**config.mk**
```make
export PLATFORM = sky130hd
export DESIGN_NAME = ascii_to_unsigned_parser
export DESIGN_NICKNAME = d
export VERILOG_FILES = /design/src/hw/rtl/atu_pkg.sv /design/src/hw/rtl/ascii_to_unsigned_parser.sv
export VERILOG_INCLUDE_DIRS = /design/src /design/src/hw/rtl
export SDC_FILE = /design/constraint.sdc
export NUM_CORES = 1
export LEC_CHECK = 0
export ABC_AREA = 1
export BUFFER_PORTS_ARGS = -buffer_cell sky130_fd_sc_hd__buf_4
export CELL_PAD_IN_SITES_DETAIL_PLACEMENT = 0
export CELL_PAD_IN_SITES_GLOBAL_PLACEMENT = 1
export CORE_MARGIN = 2
export CORE_UTILIZATION = 43
export CTS_CLUSTER_SIZE = 24
export DETAILED_ROUTE_END_ITERATION = 10
export GPL_TIMING_DRIVEN = 0
export PLACE_DENSITY_LB_ADDON = 0.05
export SLEW_MARGIN = 20
export SYNTH_ARGS = -nofsm -noshare
export SYNTH_HDL_FRONTEND = slang
export SYNTH_SLANG_ARGS = --single-unit
export TNS_END_PERCENT = 1
```
**constraint.sdc**
```tcl
create_clock -name clk -period 7.2 [get_ports clk]
set_input_delay 0.36 -clock clk [delete_from_list [all_inputs] [get_ports clk]]
set_output_delay 0.36 -clock clk [all_outputs]
set_load 0.1 [all_outputs]
```
**src/hw/rtl/ascii_to_unsigned_parser_assert.svh**
```systemverilog
// Assertion macros for the ASCII-to-unsigned parser.
`ifndef ASCII_TO_UNSIGNED_PARSER_ASSERT_SVH
`define ASCII_TO_UNSIGNED_PARSER_ASSERT_SVH
`ifndef ASSERT_OFF
// Same-cycle implication: whenever ante holds, cons holds too.
`define ATU_ASSERT_IMP(label, clk, rst, ante, cons) \
  label: assert property (@(posedge clk) disable iff (rst) (ante) |-> (cons)) \
    else $error("same-cycle implication check failed");
// Next-cycle implication: whenever ante holds, cons holds in the following cycle.
`define ATU_ASSERT_NXT(label, clk, rst, ante, cons) \
  label: assert property (@(posedge clk) disable iff (rst) (ante) |=> (cons)) \
    else $error("next-cycle implication check failed");
`else
`define ATU_ASSERT_IMP(label, clk, rst, ante, cons)
`define ATU_ASSERT_NXT(label, clk, rst, ante, cons)
`endif
`endif

```
**src/hw/rtl/atu_pkg.sv**
```systemverilog
// Shared constants and the digit decoder of the ASCII-to-unsigned parser.
`default_nettype none
package atu_pkg;

  localparam int ATU_VALUE_WIDTH  = 32;
  localparam int ATU_OFFSET_WIDTH = 16;

  // Characters with special meaning.
  localparam logic [7:0] CH_SPACE = 8'h20;
  localparam logic [7:0] CH_TAB   = 8'd9;
  localparam logic [7:0] CH_LF    = 8'd10;
  localparam logic [7:0] CH_CR    = 8'd13;
  localparam logic [7:0] CH_PLUS  = 8'h2B;
  localparam logic [7:0] CH_MINUS = 8'h2D;
  localparam logic [7:0] CH_ZERO  = 8'h30;
  localparam logic [7:0] CH_NINE  = 8'h39;
  localparam logic [7:0] CH_UP_A  = 8'h41;
  localparam logic [7:0] CH_UP_Z  = 8'h5A;
  localparam logic [7:0] CH_LO_A  = 8'h61;
  localparam logic [7:0] CH_LO_Z  = 8'h7A;
  localparam logic [7:0] CH_UP_X  = 8'h58;
  localparam logic [7:0] CH_LO_X  = 8'h78;

  // Radix codes.
  localparam logic [5:0] RADIX_AUTO = 6'd0;
  localparam logic [5:0] RADIX_OCT  = 6'd8;
  localparam logic [5:0] RADIX_DEC  = 6'd10;
  localparam logic [5:0] RADIX_HEX  = 6'd16;

  typedef struct packed {
    logic       alnum;
    logic [5:0] val;
  } digit_t;

  // Decode 0-9, A-Z and a-z into digit values 0 to 35.
  function automatic digit_t decode_digit(input logic [7:0] c);
    digit_t d;
    logic [7:0] off;
    d.alnum = 1'b0;
    d.val   = '0;
    off     = '0;
    if (c >= CH_ZERO && c <= CH_NINE) begin
      off     = c - CH_ZERO;
      d.alnum = 1'b1;
    end else if (c >= CH_UP_A && c <= CH_UP_Z) begin
      off     = c - CH_UP_A + 8'd10;
      d.alnum = 1'b1;
    end else if (c >= CH_LO_A && c <= CH_LO_Z) begin
      off     = c - CH_LO_A + 8'd10;
      d.alnum = 1'b1;
    end
    d.val = off[5:0];
    return d;
  endfunction

endpackage
`default_nettype wire

```
**src/hw/rtl/ascii_to_unsigned_parser.sv**
```systemverilog
// Streaming ASCII-to-unsigned parser, one character per beat.
//
//   Channel | Handshake           | Payload
//   --------+---------------------+-------------------------------
//   in      | in_valid / in_ready | ch, first_char, radix
//   out     | out_valid/out_ready | value, end_offset, converted
//
// One character is taken per cycle while in_ready is high; its whole step is combinational between
// the parse state registers and the result register (one radix multiply-add).
// The terminating character's beat registers its result for out.
// Results sit in an output register backed by one skid register; input stalls
// only while both hold a result. Reset is synchronous and leaves the parser
// idle, waiting for a character flagged as first of a string.
`default_nettype none
`include "ascii_to_unsigned_parser_assert.svh"
module ascii_to_unsigned_parser
  import atu_pkg::*;
#(
  parameter int VALUE_WIDTH  = ATU_VALUE_WIDTH,
  parameter int OFFSET_WIDTH = ATU_OFFSET_WIDTH
) (
  input  wire logic                    clk,
  input  wire logic                    rst,
  input  wire logic                    in_valid,
  output logic                         in_ready,
  input  wire logic [7:0]              ch,
  input  wire logic                    first_char,
  input  wire logic [5:0]              radix,
  output logic                         out_valid,
  input  wire logic                    out_ready,
  output logic [VALUE_WIDTH-1:0]       value,
  output logic [OFFSET_WIDTH-1:0]      end_offset,
  output logic                         converted
);

  localparam logic [2:0] PH_IDLE   = 3'd0;
  localparam logic [2:0] PH_SPACE  = 3'd1;
  localparam logic [2:0] PH_PREFIX = 3'd2;
  localparam logic [2:0] PH_ZERO   = 3'd3;
  localparam logic [2:0] PH_FIRST  = 3'd4;
  localparam logic [2:0] PH_DIGITS = 3'd5;

  localparam logic [OFFSET_WIDTH-1:0] POS_MAX = '1;

  // Parse state.
  logic [2:0]              phase, phase_next;
  logic                    negative, negative_next;
  logic [5:0]              active_radix, active_radix_next;
  logic [VALUE_WIDTH-1:0]  accumulator, accumulator_next;
  logic [OFFSET_WIDTH-1:0] position, position_next;

  // Skid register behind the output register.
  logic                    skid_valid;
  logic [VALUE_WIDTH-1:0]  skid_value;
  logic [OFFSET_WIDTH-1:0] skid_end_offset;
  logic                    skid_converted;

  // Result of the current beat.
  logic                    res_valid;
  logic [VALUE_WIDTH-1:0]  res_value;
  logic [OFFSET_WIDTH-1:0] res_end_offset;
  logic                    res_converted;

  logic   in_fire;
  logic   produce;
  logic   advance;
  logic   done;
  digit_t dig;
  logic   dig_ok;
  logic   is_space;

  assign in_ready = ~skid_valid;
  assign in_fire  = in_valid & in_ready;
  assign produce  = in_fire & res_valid;

  assign dig      = decode_digit(ch);
  assign is_space = (ch == CH_SPACE) || (ch == CH_TAB) || (ch == CH_LF) || (ch == CH_CR);

  // One character step: phases fall through until the character is consumed.
  always_comb begin
    phase_next        = phase;
    negative_next     = negative;
    active_radix_next = active_radix;
    accumulator_next  = accumulator;
    position_next     = position;
    if (first_char) begin
      phase_next        = PH_SPACE;
      negative_next     = 1'b0;
      active_radix_next = radix;
      accumulator_next  = '0;
      position_next     = '0;
    end
    advance        = 1'b0;
    res_valid      = 1'b0;
    res_value      = '0;
    res_end_offset = '0;
    res_converted  = 1'b0;
    done           = (phase_next == PH_IDLE);

    if (!done && phase_next == PH_SPACE) begin
      if (is_space) begin
        advance = 1'b1;
        done    = 1'b1;
      end else begin
        phase_next = PH_PREFIX;
        if (ch == CH_MINUS || ch == CH_PLUS) begin
          negative_next = (ch == CH_MINUS);
          advance       = 1'b1;
          done          = 1'b1;
        end
      end
    end

    if (!done && phase_next == PH_PREFIX) begin
      phase_next = PH_FIRST;
      if (active_radix_next == RADIX_AUTO) begin
        active_radix_next = RADIX_DEC;
        if (ch == CH_ZERO) begin
          active_radix_next = RADIX_OCT;
          phase_next        = PH_ZERO;
          advance           = 1'b1;
          done              = 1'b1;
        end
      end else if (active_radix_next == RADIX_HEX && ch == CH_ZERO) begin
        phase_next = PH_ZERO;
        advance    = 1'b1;
        done       = 1'b1;
      end
    end

    if (!done && phase_next == PH_ZERO) begin
      phase_next = PH_FIRST;
      if (ch == CH_LO_X || ch == CH_UP_X) begin
        active_radix_next = RADIX_HEX;
        advance           = 1'b1;
        done              = 1'b1;
      end
    end

    dig_ok = dig.alnum && (dig.val < active_radix_next);

    // First digit, or a terminator with no digits at all.
    if (!done && phase_next == PH_FIRST) begin
      done = 1'b1;
      if (dig_ok) begin
        accumulator_next = VALUE_WIDTH'(dig.val);
        phase_next       = PH_DIGITS;
        advance          = 1'b1;
      end else begin
        phase_next = PH_IDLE;
        res_valid  = 1'b1;
      end
    end

    // Further digits accumulate; the first non-digit closes the number.
    if (!done && phase_next == PH_DIGITS) begin
      if (dig_ok) begin
        accumulator_next = accumulator_next * VALUE_WIDTH'(active_radix_next)
                         + VALUE_WIDTH'(dig.val);
        advance          = 1'b1;
      end else begin
        phase_next     = PH_IDLE;
        res_valid      = 1'b1;
        res_value      = negative_next ? (VALUE_WIDTH'(0) - accumulator_next)
                                       : accumulator_next;
        res_end_offset = position_next;
        res_converted  = 1'b1;
      end
    end

    if (advance && position_next != POS_MAX) begin
      position_next = position_next + 1'b1;
    end
  end

  // Parse state registers.
  always_ff @(posedge clk) begin
    if (rst) begin
      phase        <= PH_IDLE;
      negative     <= 1'b0;
      active_radix <= '0;
      accumulator  <= '0;
      position     <= '0;
    end else if (in_fire) begin
      phase        <= phase_next;
      negative     <= negative_next;
      active_radix <= active_radix_next;
      accumulator  <= accumulator_next;
      position     <= position_next;
    end
  end

  // Output register with one skid entry.
  always_ff @(posedge clk) begin
    if (rst) begin
      out_valid  <= 1'b0;
      skid_valid <= 1'b0;
    end else if (out_valid && out_ready) begin
      if (skid_valid) begin
        out_valid  <= 1'b1;
        skid_valid <= 1'b0;
      end else begin
        out_valid <= produce;
      end
    end else if (!out_valid) begin
      out_valid <= produce;
    end else if (produce) begin
      skid_valid <= 1'b1;
    end
  end

  // Result payload follows the same steering as the valid bits.
  always_ff @(posedge clk) begin
    if ((out_valid && out_ready && skid_valid)) begin
      value      <= skid_value;
      end_offset <= skid_end_offset;
      converted  <= skid_converted;
    end else if (!out_valid || out_ready) begin
      value      <= res_value;
      end_offset <= res_end_offset;
      converted  <= res_converted;
    end
    if (out_valid && !out_ready && !skid_valid) begin
      skid_value      <= res_value;
      skid_end_offset <= res_end_offset;
      skid_converted  <= res_converted;
    end
  end

  // The skid entry is only ever filled behind a waiting result.
  `ATU_ASSERT_IMP(a_skid_behind_out, clk, rst, skid_valid, out_valid)
  // A result without digits carries a zero value and a zero offset.
  `ATU_ASSERT_IMP(a_empty_result_zero, clk, rst, out_valid && !converted,
                  value == '0 && end_offset == '0)
  // Emitting a result always returns the parser to idle.
  `ATU_ASSERT_NXT(a_result_goes_idle, clk, rst, produce, phase == PH_IDLE)
  // While idle, characters that do not start a string leave it idle.
  `ATU_ASSERT_NXT(a_idle_ignores, clk, rst,
                  in_fire && phase == PH_IDLE && !first_char, phase == PH_IDLE)

endmodule
`default_nettype wire
```
Word-level counts from Yosys, hierarchy flattened
Index checks and enable logic that the tools add are counted.
{ "word_totals": {"ff_bits": 158, "out_inout_bits": 51, "elab_cells": 159} }
{ "op_classes": {"n_addsub": 8, "n_mul": 1, "order_cmp": 7, "eq_ne": 16, "mux": 77, "n_bitwise": 3, "reduce_logical": 34} }
{ "ops": {"columns": ["cell", "count"], "rows": [
  ["$mux 32", 10],
  ["$mux 16", 6],
  ["$mux 6", 8],
  ["$mux 1", 40],
  ["$mux 3", 12],
  ["$add 32x6->32", 1],
  ["$eq 8x6->1 const B", 4],
  ["$mul 32x6->32", 1],
  ["$sub 1x32->32 const A", 1],
  ["$eq 8x4->1 const B", 3],
  ["$add 16x1->16 const B", 1],
  ["$eq 8x7->1 const B", 2],
  ["$ge 8x7->1 const B", 2],
  ["$le 8x7->1 const B", 2],
  ["$ne 16x16->1 const B", 1],
  ["$logic_and 1x1->1", 15],
  ["$add 6x4->6 const B", 2],
  ["$sub 6x6->6 const B", 2],
  ["$ge 8x6->1 const B", 1],
  ["$le 8x6->1 const B", 1],
  ["$logic_not 1->1", 8],
  ["$eq 3x2->1 const B", 2],
  ["$eq 3x3->1 const B", 2],
  ["$eq 6x5->1 const B", 1],
  ["other kinds (12)", 18]
]} }

Logic depth before layout (Yosys ltp)
{ "depth": {"word_depth": 22, "ltp_mapped": 51, "depth_no_buf": 49} }

Worst setup path after synthesis
No wires, ideal clock.
{ "synth_timing": {"path_type": "input-to-reg", "startpoint": "input ch[4]", "endpoint": "register accumulator[31]", "setup_time_ns": 0.132, "t_arrival_ns": 7.235, "setup_slack_ns": -0.167, "stages": 51, "n_path_buf": 2, "cell_sequence": "inv_1 -> ha_1 -> inv_1 -> nor2_1 -> nand2_1 -> nand4_1 -> nand2_2 -> nand3_1 -> nor2_1 -> nor2_1 -> nor2_1 -> inv_2 -> clkbuf_1 -> ha_1 -> a21oi_1 -> o211ai_1 -> inv_1 -> nand3_4 -> (+15 left out) -> a21oi_1 -> o21bai_1 -> nand2_1 -> nand2_1 -> a21o_1 -> nand2_1 -> nand2_1 -> nand2_1 -> nand2_1 -> a21oi_1 -> o21ai_0 -> nand2_1 -> nand2_1 -> inv_1 -> nand3_1 -> nand3_1 -> nand2_1 -> a21oi_1"} }
{ "synth_between": {"elab_chain_cells": 20, "elab_cells_between_ends": 79, "classes_between": "6 x add/sub; 1 x mul; 7 x order compare; 13 x eq/ne; 34 x mux; 18 x reduce/logical"} }
{ "synth_rtl": {"columns": ["item", "line_no", "source"], "rows": [
  ["start: declaration", "ascii_to_unsigned_parser.sv:26", "input wire logic [7:0] ch,"],
  ["branches (longest 19 deep; another with $mul 32x6->32)", null, null],
  ["$mux 32 *", "ascii_to_unsigned_parser.sv:156", "if (!done && phase_next == PH_DIGITS) begin"],
  ["end signal: assignment", "ascii_to_unsigned_parser.sv:188", "accumulator <= accumulator_next;"],
  ["end: declaration", "ascii_to_unsigned_parser.sv:49", "logic [VALUE_WIDTH-1:0] accumulator, accumulator_next;"]
]} }
Mark *: on every way between the ends.
A chain may end at the register's enable or synchronous reset.

Worst setup path after layout
{ "layout_timing": {"startpoint": "register phase[0]", "endpoint": "register position[12]"} }
{ "layout_between": {"elab_chain_cells": 20, "elab_cells_between_ends": 51, "classes_between": "1 x order compare; 5 x eq/ne; 32 x mux; 13 x reduce/logical"} }
{ "layout_rtl": {"columns": ["item", "line_no", "source"], "rows": [
  ["start: declaration", "ascii_to_unsigned_parser.sv:46", "logic [2:0] phase, phase_next;"],
  ["start signal: assignment", "ascii_to_unsigned_parser.sv:185", "phase <= phase_next;"],
  ["$mux 3 *", "ascii_to_unsigned_parser.sv:86", "if (first_char) begin"],
  ["$logic_not 3->1", "ascii_to_unsigned_parser.sv:98", "done = (phase_next == PH_IDLE);"],
  ["$logic_not 1->1 / $mux 1 (equally long branches)", "ascii_to_unsigned_parser.sv:100, ascii_to_unsigned_parser.sv:106", null],
  ["$logic_and 1x1->1 / $mux 1 (equally long branches)", "ascii_to_unsigned_parser.sv:100, ascii_to_unsigned_parser.sv:101", null],
  ["$mux 3 / $mux 1 (equally long branches)", "ascii_to_unsigned_parser.sv:100", "if (!done && phase_next == PH_SPACE) begin"],
  ["$eq 3x2->1 (tied with other cells)", "ascii_to_unsigned_parser.sv:114", "if (!done && phase_next == PH_PREFIX) begin"],
  ["$logic_and 1x1->1 / $mux 1 (equally long branches)", "ascii_to_unsigned_parser.sv:114, ascii_to_unsigned_parser.sv:116", null],
  ["$mux 3 / $mux 1 (equally long branches)", "ascii_to_unsigned_parser.sv:114", null],
  ["(+4 left out)", null, null],
  ["$logic_and 1x1->1", "ascii_to_unsigned_parser.sv:140", "dig_ok = dig.alnum && (dig.val < active_radix_next);"],
  ["$mux 3", "ascii_to_unsigned_parser.sv:145", "if (dig_ok) begin"],
  ["$mux 3", "ascii_to_unsigned_parser.sv:143", "if (!done && phase_next == PH_FIRST) begin"],
  ["$eq 3x3->1", "ascii_to_unsigned_parser.sv:156", null],
  ["$logic_and 1x1->1", "ascii_to_unsigned_parser.sv:156", null],
  ["$mux 1 *", "ascii_to_unsigned_parser.sv:156", null],
  ["$logic_and 1x1->1 *", "ascii_to_unsigned_parser.sv:171", "if (advance && position_next != POS_MAX) begin"],
  ["$mux 16 *", "ascii_to_unsigned_parser.sv:171", null],
  ["end signal: assignment", "ascii_to_unsigned_parser.sv:189", "position <= position_next;"],
  ["end: declaration", "ascii_to_unsigned_parser.sv:50", "logic [OFFSET_WIDTH-1:0] position, position_next;"]
]} }
Every way passes the cells marked *; elsewhere a longest branch is shown, timed or not.

==> summary.md <==
| Metric | Value |
|---|---|
| Status | finished clean |
| Minimum clock period | 6.98 ns |
| Gate Count Post-Synth | approximately 1800 |
| First-pass GRT wire length | 69700 um |
| Total Power | 0.00282 W |
| Clk root buf | clkbuf_16 |
| WL final | 44500 um |
| Largest net degree at the start of global routing | 38 |
| # DRC | 0 |
| Post-DP HPWL | 33600 um |
| Worst reg2reg startpoint | phase[0] |
| Syn Nets | 2020 |
| Syn. warnings | 0 |
| DR vias | 12892 |
| Pleak | 8.34 nW |
| Mean Syn Cell Area | 7.77 um^2 |
| Share of post-route cells with drive strength above 1 | between 20% and 30% |
| CTS Buffer Depth | 2 |
| ANT nets after route | 0 |
| Unrepaired setup endpoints after global routing | true |
| GRT Overall Usage | between 20% and 30% |
| Area leader, netlist | edfxtp_1 |
| Synth area leaders | edfxtp_1 21%, fa_1 16%, nand2_1 11%, dfxtp_1 8.6%, ha_1 7.2% |
| Max-slew violation count | 0 |
| Number of enable flip-flop cells after synthesis | 98 |
| Synth cell types | 51 |
| Vias in the first global route | between 10000 and 15000 |
| DRT Pass-1 Iters | 7 |
| Clock Sinks | approximately 160 |
| Nets | 2200 |
| Ys async rst share | 0% |
| Iteration-0 DRC Markers | 823 |
| Worst path required time | between 7 and 8 ns |
| Site row count | 66 |
| Count of final setup violators | 0 |
| Final Hold Fails | 0 |
| Top-area cell type share of the netlist area | 20.9% |
| HP Class | input port to flip-flop |
| CTS tree | yes |
| Global route overflow | 0 |
| Worst r2r path cells | 52 |
| Slowest CP cell | dfxtp_2 |
| Critical path buffers and inverters | 37 |
| Initial core utilization | 43.4% |
| Endpoint, Worst Hold | skid_valid |
| Min-Delay Path Depth | 4 |
| Die width | 185 um |
| Hold_sp | out_ready |
| Routability cong. | just over 0.9 |
| Peak per-stage delay on the critical path | roughly 0.35 ns |
| Worst slew margin | 25.2% |
| Clk slew on worst S/H paths | 0.07 ns |
| CP max FO | 7 |
| Die footprint | 34100 um^2 |
| Crit path DAT | roughly 7.3 ns |
| Final core utilization | 53.6% |
| VDD IR max | 0.123 mV |
| Area delta synth->final | 23.5% |
| Clock Skew | ~0.019 ns |
| Primary FF master, synth | edfxtp_1 |
| WS Path Type | flip-flop to flip-flop |
| Power Dens Cells | 162 nW/um^2 |
| Core area | 32400 um^2 |
| Final period utilization | between 90% and 100% |
| Initial antenna violation count | 0 |
| Ports | 70 |
| Inserted Diodes | 0 |
| Max Fclk | around 0.14 GHz |
| # hold bufs at CTS | 0 |
| Max-cap violation count | 0 |
| # port buffers | 68 |
| CP dominant cell by count | buf_4 |
| Setup crit start kind | flip-flop |
| WL/cell | 18.2 um |
| Worst-Margin Slew | approximately 1.1 ns |
| Flop2flop setup slack | 0.22 ns |
| Crit end category | flip-flop |
| Via/cell ratio | 5.28 |
| Synthesized cell area | 14000 um^2 |
| #FFs+latches synth | 158 |
| Chip height | approximately 180 um |
| CP delay by family, top | buffers and inverters |
| TritonCTS buffer count | 17 |
| Seq/Total Area, Yosys | 29.5% |
| H-Tree Depth | 4 |
| Skew-Pair Late Insertion Delay | 0.45 ns |
| Crit Reg-Reg Endpoint | position[12] |
## cell usage after synthesis (all sizes together), types with 10 or more instances
master,n
nand4,21
clkbuf,54
xnor2,10
o21ai,93
buf,27
dfxtp,60
nand3,106
o211ai,10
nor2,270
nor3,33
ha,81
edfxtp,98
nand2,439
a21oi,140
inv,192
fa,112
xor2,22
## state kept, by name, indices dropped and copies added, names as in the netlist
name / cells
accumulator: 32
skid_value: 32
value: 32
end_offset: 16
position: 16
skid_end_offset: 16
active_radix: 6
phase: 3
converted: 1
negative: 1
out_valid: 1
skid_converted: 1
skid_valid: 1
## worst max path at each step
stage / start / cells after the start / slack, ns / to
5_1_grt: phase[0] / 41 / -0.11 / accumulator[23]
3_5_place_dp: ch[5] / 46 / -2.05 / accumulator[29]
2_1_floorplan: ch[4] / 49 / 0.005 / accumulator[29]
6_report: phase[0] / 52 / 0.22 / position[12]
4_1_cts: phase[0] / 40 / 0.005 / accumulator[30]
3_3_place_gp: ch[5] / 46 / -2.05 / accumulator[28]
## cells in the final DEF (no fill, tap or decap), types with 44 or more instances in the layout
| master | instances |
|---|---|
| o21ai_0 | 62 |
| ha_1 | 66 |
| a21oi_1 | 121 |
| nor2_1 | 223 |
| inv_1 | 160 |
| nand3_1 | 80 |
| buf_4 | 169 |
| dfxtp_1 | 57 |
| edfxtp_1 | 98 |
| fa_1 | 112 |
| nand2_1 | 388 |
| clkbuf_1 | 44 |
## logic make-up after synthesis
| logic type | after synthesis | synth area share [%] |
|---|---|---|
| AO/OA/AOI/OAI | 267 | 10.1 |
| AND/OR/NAND/NOR | 882 | 27.3 |
| multiplexers | 1 | 0.0713 |
| XOR/XNOR | 32 | 1.99 |
| adder cells (fa/ha/maj) | 193 | 23.2 |
| flip-flops | 158 | 29.5 |
| buffers and inverters | 275 | 7.80 |
## report_power, final
| group | switching, W | internal, W | leakage [nW] |
|---|---|---|---|
| logic | 0.000590 | 0.000212 | 6.57 |
| registers | 0.0000206 | 0.00103 | 1.48 |
| clock network | 0.000410 | 0.000550 | 0.288 |
## metal layers
layer  vias to the layer above  GRT usage, %  routed length [um]
met5                         -             0                   0
met3                        63          3.83                2240
met4                         0          8.57                1020
met1                      6251          36.2               20200
met2                       331          44.3               21000
li1                       6247             -                   -
## worst min-delay path, cell delays in order
cell     delay, ns
buf_4         0.08
nand2_1       0.07
nand2_1       0.07
a21oi_1       0.03
## what timing repair did
action | 4_1_cts | 5_1_grt
pin swaps | 40 | 68
cloned | 1 | 1
endpoints found under the setup margin | 26 | 101
resized for setup | 113 | 132
buffers inserted | 69 | 29
## stage by stage
stage	TNS [ns]	hold slack, ns	setup slack, ns	cells	cell area, um^2
final	0	0.215	0.224	2442	17300
after global routing	-0.563	0.241	-0.113	2442	17300
after floorplan	0	0.443	0.00534	1808	14100
after CTS	0	0.204	0.00518	2416	16700
after detailed placement	-37.60	0.455	-2.05	2320	15200
after global placement	-37.65	0.452	-2.05	2318	15100
## layout make-up
type                       count  area (um^2)
fill                        3113        15000
multi-input combinational   1377         9590
sequential                   158         4150
timing repair buffer         167         1280
inverter                     194          763
tap                          442          553
clock buffer                  17          425
buffer                        73          414
clock inverter                14          179
No activity file was read; power rests on OpenSTA's default activity.
